==> src/rtl/core/mtsg_pkg.sv <==
// Shared types, constants and helpers of the march test sequence generator.
package mtsg_pkg;

    localparam int ADDR_W      = 30;
    localparam int ELEM_W      = 3;
    localparam int OP_W        = 2;
    localparam int OPS_W       = 3;
    localparam int PROG_W      = 64;
    localparam int LOG2_W      = 5;
    localparam int COUNT_W     = 4;
    localparam int BYTE_W      = 8;
    localparam int CFG_INDEX_W = 2;
    localparam int IN_TDATA_W  = 8;
    localparam int OUT_FIELD_W = ADDR_W + 1 + ELEM_W;
    localparam int OUT_TDATA_W = ((OUT_FIELD_W + 7) / 8) * 8;

    localparam int DEF_MAX_ELEMENTS = 8;
    localparam int DEF_MAX_OPS      = 4;
    localparam int DEF_ADDR_BITS    = 30;

    localparam logic [LOG2_W-1:0]  RST_MEM_SIZE_LOG2 = LOG2_W'(20);
    localparam logic [COUNT_W-1:0] RST_ELEMENT_COUNT = COUNT_W'(1);
    localparam logic [PROG_W-1:0]  RST_MARCH_PROGRAM = '0;

    typedef enum logic [CFG_INDEX_W-1:0] {
        CFG_MEM_SIZE_LOG2 = 2'd0,
        CFG_ELEMENT_COUNT = 2'd1,
        CFG_MARCH_PROGRAM = 2'd2
    } cfg_index_t;

    // Configuration after range clamping
    typedef struct packed {
        logic [LOG2_W-1:0]  size_log2;
        logic [COUNT_W-1:0] elem_count;
        logic [PROG_W-1:0]  prog;
    } cfg_t;

    typedef struct packed {
        logic              valid;
        logic [ADDR_W-1:0] address;
        logic              is_write;
        logic [ELEM_W-1:0] element_index;
        logic              last;
    } result_t;

    // Descriptor byte of one march element
    function automatic logic [BYTE_W-1:0] elem_byte(input logic [PROG_W-1:0] prog,
                                                    input logic [ELEM_W-1:0] elem);
        return prog[{elem, 3'b000} +: BYTE_W];
    endfunction

endpackage

==> src/rtl/core/mtsg_cfg.sv <==
// Configuration registers of the march test sequence generator, with range clamping.
module mtsg_cfg
    import mtsg_pkg::*;
#(
    parameter int ADDR_BITS    = DEF_ADDR_BITS,
    parameter int MAX_ELEMENTS = DEF_MAX_ELEMENTS
)
(
    input  logic                   clk,
    input  logic                   rst_n,
    input  logic                   wr_en,
    input  logic [CFG_INDEX_W-1:0] wr_index,
    input  logic [PROG_W-1:0]      wr_data,
    output cfg_t                   cfg
);

    localparam logic [LOG2_W-1:0]  ADDR_BITS_L = LOG2_W'(ADDR_BITS);
    localparam logic [COUNT_W-1:0] MAX_ELEM_L  = COUNT_W'(MAX_ELEMENTS);

    logic [LOG2_W-1:0]  log2_reg;
    logic [COUNT_W-1:0] count_reg;
    logic [PROG_W-1:0]  program_reg;

    always_ff @(posedge clk or negedge rst_n)
    begin
        if (!rst_n)
        begin
            log2_reg    <= RST_MEM_SIZE_LOG2;
            count_reg   <= RST_ELEMENT_COUNT;
            program_reg <= RST_MARCH_PROGRAM;
        end
        else if (wr_en)
        begin
            case (cfg_index_t'(wr_index))
                CFG_MEM_SIZE_LOG2: log2_reg    <= wr_data[LOG2_W-1:0];
                CFG_ELEMENT_COUNT: count_reg   <= wr_data[COUNT_W-1:0];
                CFG_MARCH_PROGRAM: program_reg <= wr_data;
                default:           ;
            endcase
        end
    end

    // Zero counts as one; clamp the top end to the build limits
    always_comb
    begin
        if (log2_reg == '0)
            cfg.size_log2 = LOG2_W'(1);
        else if (log2_reg > ADDR_BITS_L)
            cfg.size_log2 = ADDR_BITS_L;
        else
            cfg.size_log2 = log2_reg;

        if (count_reg == '0)
            cfg.elem_count = COUNT_W'(1);
        else if (count_reg > MAX_ELEM_L)
            cfg.elem_count = MAX_ELEM_L;
        else
            cfg.elem_count = count_reg;

        cfg.prog = program_reg;
    end

endmodule

==> src/rtl/core/mtsg_seq.sv <==
// March sequencer: position state and the single-pass step logic.
module mtsg_seq
    import mtsg_pkg::*;
#(
    parameter int ADDR_BITS    = DEF_ADDR_BITS,
    parameter int MAX_ELEMENTS = DEF_MAX_ELEMENTS,
    parameter int MAX_OPS      = DEF_MAX_OPS
)
(
    input  logic    clk,
    input  logic    rst_n,
    input  cfg_t    cfg,
    input  logic    step,
    input  logic    restart,
    output result_t res
);

    localparam logic [OPS_W-1:0] MAX_OPS_L = OPS_W'(MAX_OPS);

    logic [ELEM_W-1:0]    element_pos_reg, element_pos_next;
    logic [ADDR_BITS-1:0] address_pos_reg, address_pos_next;
    logic [OP_W-1:0]      op_pos_reg, op_pos_next;
    logic                 finished_reg, finished_next;

    logic [ADDR_BITS-1:0] addr_mask;
    logic [BYTE_W-1:0]    first_byte, cur_byte, next_byte;
    logic [ELEM_W-1:0]    cur_elem, next_elem;
    logic [OP_W-1:0]      cur_op;
    logic [ADDR_BITS-1:0] cur_addr_raw, cur_addr;
    logic                 cur_fin;
    logic [OPS_W-1:0]     ops_raw, ops;
    logic                 desc, end_addr, end_elem, last_elem, last;

    always_comb
    begin
        for (int i = 0; i < ADDR_BITS; i++)
            addr_mask[i] = (LOG2_W'(i) < cfg.size_log2);
    end

    always_comb
    begin
        // Restart takes effect before the step
        first_byte   = elem_byte(cfg.prog, '0);
        cur_elem     = restart ? '0 : element_pos_reg;
        cur_op       = restart ? '0 : op_pos_reg;
        cur_addr_raw = restart ? (first_byte[0] ? addr_mask : '0) : address_pos_reg;
        cur_fin      = restart ? 1'b0 : finished_reg;

        cur_byte  = elem_byte(cfg.prog, cur_elem);
        desc      = cur_byte[0];
        ops_raw   = {1'b0, cur_byte[2:1]} + OPS_W'(1);
        ops       = (ops_raw > MAX_OPS_L) ? MAX_OPS_L : ops_raw;
        cur_addr  = cur_addr_raw & addr_mask;

        end_addr  = (({1'b0, cur_op}) + OPS_W'(1)) >= ops;
        end_elem  = end_addr && (desc ? (cur_addr == '0) : (cur_addr == addr_mask));
        last_elem = (({1'b0, cur_elem}) + COUNT_W'(1)) >= cfg.elem_count;
        last      = end_elem && last_elem;

        next_elem = cur_elem + ELEM_W'(1);
        next_byte = elem_byte(cfg.prog, next_elem);

        res.valid         = !cur_fin;
        res.address       = ADDR_W'(cur_addr);
        res.is_write      = cur_byte[3'd3 + {1'b0, cur_op}];
        res.element_index = cur_elem;
        res.last          = last;

        element_pos_next = cur_elem;
        op_pos_next      = cur_op;
        address_pos_next = cur_addr_raw;
        finished_next    = cur_fin;
        if (!cur_fin)
        begin
            if (last)
            begin
                finished_next = 1'b1;
            end
            else if (end_elem)
            begin
                element_pos_next = next_elem;
                op_pos_next      = '0;
                address_pos_next = next_byte[0] ? addr_mask : '0;
            end
            else if (end_addr)
            begin
                op_pos_next      = '0;
                address_pos_next = desc ? (cur_addr - ADDR_BITS'(1))
                                        : (cur_addr + ADDR_BITS'(1));
            end
            else
            begin
                op_pos_next      = cur_op + OP_W'(1);
                address_pos_next = cur_addr;
            end
        end
    end

    always_ff @(posedge clk or negedge rst_n)
    begin
        if (!rst_n)
        begin
            element_pos_reg <= '0;
            address_pos_reg <= '0;
            op_pos_reg      <= '0;
            finished_reg    <= 1'b0;
        end
        else if (step)
        begin
            element_pos_reg <= element_pos_next;
            address_pos_reg <= address_pos_next;
            op_pos_reg      <= op_pos_next;
            finished_reg    <= finished_next;
        end
    end

    a_op_in_range: assert property (@(posedge clk) disable iff (!rst_n)
        ({1'b0, op_pos_reg} < MAX_OPS_L))
        else $error("operation position beyond operation limit");

    a_elem_in_range: assert property (@(posedge clk) disable iff (!rst_n)
        ({1'b0, element_pos_reg} < COUNT_W'(MAX_ELEMENTS)))
        else $error("element position beyond element limit");

    a_last_finishes: assert property (@(posedge clk) disable iff (!rst_n)
        (step && res.valid && res.last) |=> finished_reg)
        else $error("last operation did not mark the run finished");

endmodule

==> src/rtl/core/march_test_sequence_generator.sv <==
// Top level of the march test sequence generator: ports, result register and handshake.
//
// Usage
// - Each input transfer on s_* is one tick. s_tdata[0] is restart: 1 starts the
//   program over at element 0 and issues its first operation on the same tick.
// - Each tick that is not past the end of the program yields one result on m_*:
//   the memory address, read/write and element index, with m_tlast on the final
//   operation. Ticks after the final operation yield nothing until a restart.
// - Result: registered, so it appears on m_* in the cycle after its input transfer.
// - Throughput: one tick per cycle unless a held result stalls; the whole step is
//   one pass of logic between the position registers and the result register.
// - Stall: while m_tready is low a held result stays put and s_tready drops;
//   s_tready is high whenever the result register is empty or being drained,
//   so the input side loses no cycle under a ready receiver.
// - Configuration: cfg_valid/cfg_index/cfg_data, always ready. Index 0 is the
//   memory size as log2, 1 the element count, 2 the packed march program
//   (one byte per element: bit0 descending, bits2:1 op count minus one,
//   bits6:3 op kinds, 1 = write). Write only while the block is idle.
// - Reset: asynchronous, active low. Registers return to 2^20 addresses, one
//   element, an all-zero program, and the position to element 0, address 0.
module march_test_sequence_generator
    import mtsg_pkg::*;
#(
    parameter int MAX_ELEMENTS = DEF_MAX_ELEMENTS,
    parameter int MAX_OPS      = DEF_MAX_OPS,
    parameter int ADDR_BITS    = DEF_ADDR_BITS
)
(
    input  logic                   clk,
    input  logic                   rst_n,

    // Tick stream
    input  logic                   s_tvalid,
    output logic                   s_tready,
    input  logic [IN_TDATA_W-1:0]  s_tdata,   // [0] restart, [7:1] zero

    // Operation stream
    output logic                   m_tvalid,
    input  logic                   m_tready,
    output logic [OUT_TDATA_W-1:0] m_tdata,   // [29:0] address, [30] is_write,
                                              // [33:31] element_index, [39:34] zero
    output logic                   m_tlast,

    // Configuration writes
    input  logic                   cfg_valid,
    output logic                   cfg_ready,
    input  logic [CFG_INDEX_W-1:0] cfg_index,
    input  logic [PROG_W-1:0]      cfg_data
);

    cfg_t    cfg;
    result_t res;
    logic    step;

    logic              out_valid_reg, out_valid_next;
    logic [ADDR_W-1:0] out_addr_reg;
    logic              out_write_reg;
    logic [ELEM_W-1:0] out_elem_reg;
    logic              out_last_reg;

    // Configuration is taken in any cycle
    assign cfg_ready = 1'b1;

    mtsg_cfg #(
        .ADDR_BITS    (ADDR_BITS),
        .MAX_ELEMENTS (MAX_ELEMENTS)
    ) u_cfg (
        .clk      (clk),
        .rst_n    (rst_n),
        .wr_en    (cfg_valid && cfg_ready),
        .wr_index (cfg_index),
        .wr_data  (cfg_data),
        .cfg      (cfg)
    );

    // Accept a tick whenever the result register is free or drains this cycle
    assign s_tready = !out_valid_reg || m_tready;
    assign step     = s_tvalid && s_tready;

    mtsg_seq #(
        .ADDR_BITS    (ADDR_BITS),
        .MAX_ELEMENTS (MAX_ELEMENTS),
        .MAX_OPS      (MAX_OPS)
    ) u_seq (
        .clk     (clk),
        .rst_n   (rst_n),
        .cfg     (cfg),
        .step    (step),
        .restart (s_tdata[0]),
        .res     (res)
    );

    // Hold the result until the receiver takes it; load a fresh one on each tick that yields one
    always_comb
    begin
        if (step)
            out_valid_next = res.valid;
        else if (m_tready)
            out_valid_next = 1'b0;
        else
            out_valid_next = out_valid_reg;
    end

    always_ff @(posedge clk or negedge rst_n)
    begin
        if (!rst_n)
            out_valid_reg <= 1'b0;
        else
            out_valid_reg <= out_valid_next;
    end

    always_ff @(posedge clk)
    begin
        if (step && res.valid)
        begin
            out_addr_reg  <= res.address;
            out_write_reg <= res.is_write;
            out_elem_reg  <= res.element_index;
            out_last_reg  <= res.last;
        end
    end

    assign m_tvalid = out_valid_reg;
    assign m_tdata  = OUT_TDATA_W'({out_elem_reg, out_write_reg, out_addr_reg});
    assign m_tlast  = out_last_reg;

    a_result_loads: assert property (@(posedge clk) disable iff (!rst_n)
        (step && res.valid) |=> m_tvalid)
        else $error("result of an accepted tick not presented");

    a_drain_clears: assert property (@(posedge clk) disable iff (!rst_n)
        (m_tvalid && m_tready && !step) |=> !m_tvalid)
        else $error("result repeated after its transfer");

    a_no_result_no_valid: assert property (@(posedge clk) disable iff (!rst_n)
        (step && !res.valid) |=> !m_tvalid)
        else $error("result invented for a tick past the end");

endmodule

==> config.mk <==
export PLATFORM = sky130hd
export DESIGN_NAME = march_test_sequence_generator
export DESIGN_NICKNAME = d
export VERILOG_FILES = /design/src/rtl/core/mtsg_pkg.sv /design/src/rtl/core/mtsg_cfg.sv /design/src/rtl/core/mtsg_seq.sv /design/src/rtl/core/march_test_sequence_generator.sv
export SDC_FILE = /design/constraint.sdc
export NUM_CORES = 1
export LEC_CHECK = 0
export CORE_ASPECT_RATIO = 1.2
export CORE_UTILIZATION = 35
export DETAILED_ROUTE_END_ITERATION = 8
export DONT_BUFFER_PORTS = 1
export PLACE_DENSITY = 0.56
export SETUP_SLACK_MARGIN = 0.3
export SLEW_MARGIN = 20
export SYNTH_ARGS = -nofsm -noshare
export SYNTH_HDL_FRONTEND = slang
export SYNTH_SLANG_ARGS = --single-unit
==> constraint.sdc <==
create_clock -name clk -period 7.9 [get_ports clk]
set_input_delay 0 -clock clk [delete_from_list [all_inputs] [get_ports clk]]
set_output_delay 0 -clock clk [all_outputs]
set_load 0.05 [all_outputs]
* Yosys cells after proc, flatten, opt, wreduce, memory -nomap -nowiden *
Cells that the tools add are included.

word-level totals
  output and inout port bits = 44
  logic and storage cells = 107
  input bits = 79
  flip-flop bits (word level) = 145

operators by class
  equal/unequal tests = 3
  bitwise gates (word level) = 1
  shift-type cells = 2
  muxes and demuxes = 30
  $lt $le $gt $ge = 36
  add/sub/neg operators = 8
  reductions and logical operators = 15

operators with widths
  kind                                                                          number
  30-bit 2-to-1 mux                                                             8
  5-bit less-than comparator (first input constant)                             14
  64-bit by 7-bit indexed part select with 1-bit output                         1
  64-bit by 7-bit indexed part select with 8-bit output                         1
  4-bit by 5-bit less-than comparator with 1-bit output (first input constant)  8
  30-bit by 1-bit adder with 30-bit output (second input constant)              1
  30-bit bitwise AND                                                            1
  30-bit == test                                                                1
  30-bit logical NOT                                                            1
  30-bit by 1-bit subtractor with 30-bit output (second input constant)         1
  3-bit by 5-bit less-than comparator with 1-bit output (first input constant)  4
  3-bit 2-to-1 mux                                                              5
  1-bit by 5-bit less-than comparator with 1-bit output (first input constant)  2
  2-bit by 5-bit less-than comparator with 1-bit output (first input constant)  2
  2-bit 2-to-1 mux                                                              5
  5-bit 2-to-1 mux                                                              2
  4-bit 2-to-1 mux                                                              2
  1-bit 2-to-1 mux                                                              7
  2-bit by 1-bit adder with 3-bit output (second input constant)                2
  2-bit AND reduction                                                           3
  5-bit greater-than comparator (second input constant)                         1
  5-bit logical NOT                                                             1
  3-bit by 1-bit adder with 4-bit output (second input constant)                1
  4-bit >= comparator                                                           1
  other kinds (16)                                                              20

* Logic depth before layout (Yosys ltp) *
Gate-level depths: netlist (run 1).

  depth in word-level cells = 13
  mapped depth = 20
  depth with buffers taken out = 16

* Hierarchy *
Synthesis (run 1) repeated with hierarchy kept, for this count alone.

unflattened totals
  cells, all modules = 1016
  area, all modules = 10183.5 µm²

by module, submodules not included
  module                         cells an instance  times used  area an instance (µm²)  seq. area each (µm²)
  mtsg_seq                       794                1           5950.7                  900.9
  mtsg_cfg                       171                1           3045.4                  1830.5
  march_test_sequence_generator  51                 1           1187.4                  1076.0

* Worst setup path before layout (run 1) *
Ideal clock, no wire load.

  path type = flip-flop to flip-flop
  from = reg u_seq.element_pos_reg[2]
  to = reg u_seq.address_pos_reg[27]
  path buffers = 2
  cell stages (with the launch flop) = 19
  library setup time = 0.131 ns
  required time = 7.769 ns
  setup slack = 3.212 ns
  data arrival time = 4.557 ns
  period minus slack after synthesis = 4.688 ns
  cells stage by stage = dfrtp_1 > buf_2 > o21bai_1 > o2bb2ai_1 > o21ai_2 > inv_4 > clkbuf_1 > ha_1 > a21oi_1 > o21ai_0 > a31o_2 > a211oi_1 > o31ai_1 > o2111a_1 > o41ai_4 > o41ai_1 > xor2_1 > a221oi_1 > o21ai_1

between the ends
  cells in the longest elaborated chain, start to end = 10
  elaborated cells on any way between the ends = 19
  those cells by class = add/sub: 3; order compare: 3; shift: 2; mux: 9; reduce/logical: 2

ends and longest elaborated chain
  what                                                    RTL line                        source
  from (decl)                                             mtsg_seq.sv:20                  logic [ELEM_W-1:0] element_pos_reg, element_pos_next;
  from (signal assigned)                                  mtsg_seq.sv:110                 element_pos_reg <= element_pos_next;
  3-bit 2-to-1 mux *                                      mtsg_seq.sv:44                  cur_elem = restart ? '0 : element_pos_reg;
  64-bit by 7-bit indexed part select with 8-bit output   mtsg_pkg.sv:49                  return prog[{elem, 3'b000} +: BYTE_W];
  2-bit by 1-bit adder with 3-bit output                  mtsg_seq.sv:51                  ops_raw = {1'b0, cur_byte[2:1]} + OPS_W'(1);
  3-bit greater-than comparator                           mtsg_seq.sv:52                  ops = (ops_raw > MAX_OPS_L) ? MAX_OPS_L : ops_raw;
  3-bit 2-to-1 mux                                        mtsg_seq.sv:52
  3-bit >= comparator                                     mtsg_seq.sv:55                  end_addr = (({1'b0, cur_op}) + OPS_W'(1)) >= ops;
  30-bit 2-to-1 mux or 1-bit logical AND (tied branches)  mtsg_seq.sv:85, mtsg_seq.sv:56
  30-bit 2-to-1 mux or 1-bit logical AND (tied branches)  mtsg_seq.sv:79, mtsg_seq.sv:58
  30-bit 2-to-1 mux *                                     mtsg_seq.sv:75                  if (last)
  30-bit 2-to-1 mux *                                     mtsg_seq.sv:73                  if (!cur_fin)
  to (signal assigned)                                    mtsg_seq.sv:111                 address_pos_reg <= address_pos_next;
  to (decl)                                               mtsg_seq.sv:21                  logic [ADDR_BITS-1:0] address_pos_reg, address_pos_next;

Mark *: on every way between the ends. The rest lies on a longest branch, timed or not.
A chain may end at the register's enable or synchronous reset.

* Final worst setup path (run 1) *
  from = reg u_seq.element_pos_reg[0]
  to = reg u_seq.address_pos_reg[28]

The elaborated chain is that of the path after synthesis.

==> results of run 1 <==
[layer usage]
metal  vias to the layer above  GRT usage
li1                       3885          -
met1                      4102      0.262
met2                       341      0.377
met3                        65     0.0421
met4                         0     0.0886
met5                         -          0
[cells in the final DEF (no fill, tap or decap), drive strengths merged, types with 8 or more instances in the layout]
cell         instances
a211oi              13
a21o                20
a21oi               94
a22oi                8
a31oi               14
buf                 10
clkbuf              17
dfrtp              107
dlygate4sd3         75
edfxtp              35
ha                  36
inv                 38
mux2                72
mux2i               14
mux4                18
nand2               93
nand2b              22
nand3               13
nor2                77
nor2b               14
nor3                18
o211ai               8
o21ai               64
o21bai              10
o22ai               11
o31ai               10
xnor2               16
[kinds of logic (layout without fill, tap and decap cells)]
family | Yosys count | in the layout
DFF | 145 | 145
xor gates and xnor gates | 22 | 22
AOI/OAI and AO/OA | 325 | 325
adders and majority gates | 37 | 37
muxes | 104 | 104
buffers and inverters | 103 | 147
other | 2 | 7
and+or+nand+nor | 283 | 283
[layout make-up]
| class | count | area [sq um] | area share |
|---|---|---|---|
| multi-input cells | 778 | 5600 | 0.490 |
| flip-flops and latches | 145 | 3810 | 0.334 |
| repair buffers | 85 | 846 | 0.0741 |
| well taps | 379 | 474 | 0.0416 |
| clock buffers | 17 | 425 | 0.0373 |
| clock inverters | 15 | 145 | 0.0127 |
| inverters | 30 | 115 | 0.0101 |
[power groups by stage]
stage | clock network, W | logic (W) | registers, W
3_5_place_dp | 0 | 0.00168 | 0.00123
6_report | 0.000811 | 0.00175 | 0.00122
5_1_grt | 0.000851 | 0.00192 | 0.00124
2_1_floorplan | 0 | 0.00135 | 0.00112
4_1_cts | 0.000824 | 0.00174 | 0.00122
3_3_place_gp | 0 | 0.00166 | 0.00123
[final timing paths]
check                                            end  depth (start not counted)  slack, ns
setup / recovery           u_seq.address_pos_reg[28]                         16       1.87
hold / removal                    u_cfg.count_reg[0]                          2     -0.009
setup reg to reg           u_seq.address_pos_reg[28]                         16       1.87
hold reg to reg                  u_seq.op_pos_reg[1]                          2       0.48
max in group asynchronous          u_cfg.log2_reg[3]                          2       7.26
min in group asynchronous      u_cfg.program_reg[53]                          2       0.12
[stage by stage]
stage          hold WS (ns)  std cells  setup WS (ns)  instance area, sq um
2_1_floorplan        -0.296       1026           3.21                  9900
3_3_place_gp         -0.293       1341           2.04                 10100
3_5_place_dp         -0.293       1341           1.93                 10100
4_1_cts             0.00516       1449           1.90                 11400
5_1_grt              0.0182       1449           1.59                 11400
6_report           -0.00908       1449           1.87                 11400
==> run_results.csv, run 1 <==
group,metric,value,unit
status,run_status,"complete, but fails checks",
status,violations,"hold timing",
setup_path,path_buf_inv,1,
global_routing,maximum_number_of_pins_on_one_net_before_global_route_repair,111,
setup_path,reg2reg_from,"u_seq.element_pos_reg[0]",
synthesis,synth.cells.most_frequent,"107 x dfrtp_1, 93 x a21oi_1, 93 x nand2_1",
pwr,combPwrFrac,0.463,
timing,finalCritPeriodShare,0.763,
synthesis,synth.ff_latch_count,145,
global_routing,grt_antenna_before_repair,0,
routing,vias_per_cell,5.79,
layout,n_fill_cell,2800,
die,top_level_ports,123,
synthesis,synthDominantCellAreaShare,0.271,
setup_path,cp_slowest_stage_delay,0.89,ns
timing,achievable-frequency,166,MHz
timing,minimum_period_implied_by_the_final_worst_setup_slack,6.03,ns
synthesis,yosys.area_share.simple,0.137,
synthesis,ys.flop_type,"dfrtp_1",
layout,largest_register_ff_count,64,
routing,routed-via-count,8393,
clock_tree,tritoncts,"done",
synthesis,synth_compound_area_frac,0.221,
timing,fin_tns_setup,0,ns
synthesis,synth-warning-count,0,
pwr,p_sw_frac,0.447,
routing,post_drt_antenna_nets,0,
synthesis,synth.yosys.seq_area_share,0.385,
layout,final_util,0.410,
synthesis,synthesis.instances,1021,
die,die_h,186,um
routing,met3_wirelength,1860,um
die,core_area,27800,sq um
job,max_cap_viol_count,0,
clock_tree,clock-sinks,145,
timing,setup_viol,0,
pwr,clock_power_share,0.214,
setup_path,start_kind,"flop",
layout,ratio_of_cells_with_drive_above_1_in_the_final_layout,0.154,
clock_tree,clockBufferDepth,2,
timing,rsz0062_at_grt,"false",
clock_tree,htree_levels,4,
global_routing,first_pass_grt_wire_length,47900,um
pwr,worst_ir_drop_vdd,0.000147,V
layout,antenna-diode-count,0,
setup_path,critical_path.endpoint_type,"flop",
routing,met2WireLength,15100,um
pwr,report.power.total,0.00379,W
synthesis,avgSynthCellArea,9.68,sq um
clock_tree,clk_pin_slew,0.07,ns
pwr,pwr_density_cell,332,nW/um^2
placement,dpl.hpwl,21100,um
pwr,power.net_switching,0.00169,W
die,std_cell_rows,67,
setup_path,required_worst_endpoint,8.16,ns
synthesis,synth_edf_count,35,
synthesis,top_post_synthesis_cells_by_area,"dfrtp_1 27%, edfxtp_1 11%, mux2_2 8.2%",
setup_path,family_with_the_most_delay_on_the_worst_path,"compound AO/OA/AOI/OAI gates",
timing,max_slew_violation_count,0,
clock_tree,cts.root.buffer_cell,"clkbuf_16",
setup_path,worst-path-max-fanout,44,
die,die_area,28900,sq um
routing,wl,30500,um
routing,drt_pass1_iterations,6,
synthesis,ys_types,85,
min_path,hold_path.class,"input port to flop",
routing,drt_iter0_drc,718,
pwr,power.internal,0.00210,W
layout,layout.nets,1173,
setup_path,timing.setup.critical_path_class,"flop to flop",
setup_path,cp_cell_sequence,"mux2i_1, o2bb2ai_1, o21ai_2, inv_4, ha_1, o21ai_0, o21ai_0, nand2_1, o311ai_1, nand4b_1, a311oi_2, nor2_1, o21ai_2, nor4_1, o31ai_1, a31oi_1",
synthesis,mappedNetlistArea,9880,sq um
die,starting_density_of_the_core,0.355,
clock_tree,post-cts-setup-buffers,0,
timing,tightest_slew,1.11,ns
min_path,min_delay_startpoint,"cfg_valid",
synthesis,yosys.cell_count.top_type,"dfrtp_1",
timing,worst_slew_margin_rel,0.256,
clock_tree,gates_resized_cts_repair,0,
synthesis,synth.largest_area_cell,"dfrtp_1",
die,die_width,155,um
placement,final_replace_weighted_congestion,0.918,
clock_tree,clk-insertion-delay-late,0.43,ns
routing,routed_wire_length_per_instance,21.0,um
global_routing,total_routing_usage_gr,0.217,
setup_path,cp_slowest_cell,"dfrtp_1",
timing,hold_ws,-0.00908,ns
synthesis,async_reset_ff_frac,0.759,
routing,m1WireLength,12600,um
pwr,p_seq_frac,0.323,
setup_path,worst_ep_arrival_time,6.29,ns
global_routing,grt_pass1_vias,8364,
clock_tree,number_of_buffers_added_by_the_clock_tree_synthesis_step,17,
layout,area.growth.synth_to_final,15.5,%
global_routing,global_route.overflow_total,0,
timing,worst_clock_skew,0.0126,ns
setup_path,critical_path.startpoint,"u_seq.element_pos_reg[0]",
pwr,power.static_leakage,4.64,nW
clock_tree,cts_hold_buf,76,
routing,top_layer_used,"met4",
synthesis,largest_family_of_logic_cells_by_synthesized_area,"compound AO/OA/AOI/OAI gates",
synthesis,yosys.area_share.xor_xnor,0.0195,
placement,portBuffers,0,
routing,detail_route.drc_violations,0,
synthesis,muxShareOfSynthArea,0.137,
synthesis,synthAdderAreaFrac,0.0476,
timing,final_hold_viol_count,3,
Power figures use the tool's default switching activity.
==> run 2: changes to the inputs <==
--- a/config.mk
+++ b/config.mk
@@ -9,7 +9,7 @@
 export CORE_UTILIZATION = 35
 export DETAILED_ROUTE_END_ITERATION = 8
 export DONT_BUFFER_PORTS = 1
-export PLACE_DENSITY = 0.56
+export PLACE_DENSITY = 0.58
 export SETUP_SLACK_MARGIN = 0.3
 export SLEW_MARGIN = 20
 export SYNTH_ARGS = -nofsm -noshare
==> constraint.sdc (replaced) <==
create_clock -name clk -period 5.4 [get_ports clk]
set_input_delay 0 -clock clk [delete_from_list [all_inputs] [get_ports clk]]
set_output_delay 0 -clock clk [all_outputs]
set_load 0.05 [all_outputs]
==> run_results.csv, run 2 (synthesized netlist as in run 1, its figures left out) <==
group,metric,value,unit
status,run_status,"complete, but fails checks",
status,violations,"DRC, hold timing",
min_path,whs_path_depth,2,
timing,setup_viol,0,
routing,vias_per_cell,5.72,
min_path,min_to,"u_cfg.count_reg[1]",
pwr,clock_power_share,0.208,
pwr,p_sw_frac,0.445,
pwr,p_seq_frac,0.317,
layout,layout.cell_area.non_filler,11600,sq um
placement,dpl.hpwl,21500,um
setup_path,cp_cell_sequence,"nor2b_1, buf_4, mux4_2, mux2i_1, inv_1, ha_1, nor2_1, ha_1, nand2b_1, a21o_1, a21oi_4, nor2_1, a21oi_1, nand2_1, a221oi_1, a21oi_1",
pwr,power.static_leakage,4.77,nW
routing,routed_wire_length_per_instance,20.8,um
layout,final_cell_count_no_fill,1475,
clock_tree,clk_pin_slew,0.07,ns
pwr,power.net_switching,0.00248,W
timing,fin_tns_setup,0,ns
min_path,min_delay_startpoint,"cfg_valid",
pwr,pwr_density_cell,480,nW/um^2
layout,largest_register_ff_count,64,
placement,placed_cells,1365,
setup_path,critical_path.startpoint,"u_seq.element_pos_reg[0]",
setup_path,critical_path.endpoint_type,"flop",
timing,fin_ws,0.653,ns
setup_path,required_worst_endpoint,5.71,ns
setup_path,worst_ep_arrival_time,5.06,ns
routing,drt_iter0_drc,625,
setup_path,cp_slowest_stage_delay,0.60,ns
clock_tree,clk-insertion-delay-late,0.44,ns
routing,detail_route.drc_violations,2,
layout,mostFrequentLayoutCells,"107 x dfrtp_1, 93 x nand2_1, 92 x a21oi_1",
timing,hold_ws,-0.00595,ns
die,top_level_ports,123,
min_path,hold_path.class,"input port to flop",
global_routing,maximum_number_of_pins_on_one_net_before_global_route_repair,111,
layout,area.growth.synth_to_final,17.5,%
routing,routed-via-count,8433,
layout,ratio_of_cells_with_drive_above_1_in_the_final_layout,0.174,
global_routing,first_pass_grt_wire_length,48200,um
die,die_h,186,um
global_routing,total_routing_usage_gr,0.219,
setup_path,setup.reg_to_reg.worst_slack,0.65,ns
clock_tree,clockBufferDepth,2,
setup_path,ff2ff_path_depth,16,
layout,layout.nets,1199,
placement,detailedPlace.worstSlack,0.622,ns
placement,portBuffers,0,
routing,post_drt_antenna_nets,0,
setup_path,reg2reg_from,"u_seq.element_pos_reg[0]",
clock_tree,htree_levels,4,
global_routing,grt_antenna_before_repair,0,
pwr,combPwrFrac,0.475,
setup_path,start_kind,"flop",
setup_path,critical_path.reg2reg.endpoint,"u_seq.address_pos_reg[14]",
routing,drt_pass1_iterations,7,
timing,tightest_slew,1.07,ns
routing,wl,30600,um
timing,worst_slew_margin_rel,0.283,
timing,finalCritPeriodShare,0.879,
global_routing,global_route.overflow_total,0,
global_routing,grt_pass1_vias,8535,
die,die_area,28900,sq um
layout,most_frequent_standard_cell_in_the_layout_excluding_fill_and_tap_cells,"dfrtp_1",
die,std_cell_rows,67,
pwr,power.internal,0.00309,W
placement,final_replace_weighted_congestion,0.963,
timing,worst_clock_skew,0.0135,ns
clock_tree,cts.root.buffer_cell,"clkbuf_16",
setup_path,timing.setup.critical_path_class,"flop to flop",
clock_tree,number_of_buffers_added_by_the_clock_tree_synthesis_step,17,
die,starting_density_of_the_core,0.355,
job,max_cap_viol_count,0,
clock_tree,clock-sinks,145,
timing,achievable-frequency,211,MHz
layout,final_util,0.417,
timing,final_hold_viol_count,3,
layout,antenna-diode-count,0,
setup_path,cp_slowest_cell,"nand2_1",
placement,postPlaceCellArea,10200,sq um
die,die_width,155,um
timing,minimum_period_implied_by_the_final_worst_setup_slack,4.75,ns
pwr,worst_ir_drop_vdd,0.000278,V
setup_path,worst-path-max-fanout,23,
clock_tree,tritoncts,"done",
timing,max_slew_violation_count,0,
timing,rsz0062_at_grt,"false",
die,core_area,27800,sq um
run 2: cell type report:
class | count | area, sq um
Clock buffer | 18 | 439
Clock inverter | 14 | 121
Fill cell | 2768 | 16200
Inverter | 30 | 115
Multi-Input combinational cell | 778 | 5610
Sequential cell | 145 | 3810
Tap cell | 379 | 474
Timing Repair Buffer | 111 | 1050
run 2: how the worst max path moves through the flow:
stage	to	depth (start not counted)
finish	u_seq.address_pos_reg[14]	16
floorplan	u_seq.address_pos_reg[27]	18
global route	u_seq.address_pos_reg[14]	16
CTS	u_seq.address_pos_reg[26]	18
global placement	u_seq.address_pos_reg[26]	18
detailed placement	u_seq.address_pos_reg[26]	18
run 2: critical path, delay by kind of cell, from the launching register on:
family / cells / cell delay (ns)
and+or+nand+nor: 5 / 1.35
AOI/OAI and AO/OA: 5 / 1.27
muxes: 2 / 0.74
DFF: 1 / 0.53
adders and majority gates: 2 / 0.42
buffers and inverters: 2 / 0.29
run 2: per-layer routing:
layer | vias to the layer above | track usage | wire [um]
met4 | 0 | 0.0929 | 1070
met1 | 4123 | 0.264 | 12800
met5 | - | 0 | 0
met3 | 83 | 0.0407 | 1560
met2 | 298 | 0.382 | 15200
li1 | 3929 | - | -
run 2: repair_timing:
| action | 4_1_cts | 5_1_grt |
|---|---|---|
| hold buffers | 78 | 0 |
| hold endpoints to repair | 194 | 0 |
| resized for setup | 0 | 1 |
| buffers inserted | 0 | 0 |
| endpoints found under the setup margin | 0 | 2 |
run 2: power groups by stage:
stage / clock network, W / logic [W] / registers [W]
after floorplan: 0 / 0.00197 / 0.00164
after global placement: 0 / 0.00251 / 0.00177
after detailed placement: 0 / 0.00254 / 0.00178
after CTS: 0.00117 / 0.00263 / 0.00176
after global routing: 0.00122 / 0.00291 / 0.00179
final: 0.00116 / 0.00265 / 0.00177
run 2: stage by stage:
step / total power [W] / hold WS, ns
after global routing: 0.00592 / 0.0245
after floorplan: 0.00361 / -0.296
after CTS: 0.00556 / 0.00188
final: 0.00557 / -0.00595
after detailed placement: 0.00432 / -0.293
after global placement: 0.00428 / -0.293
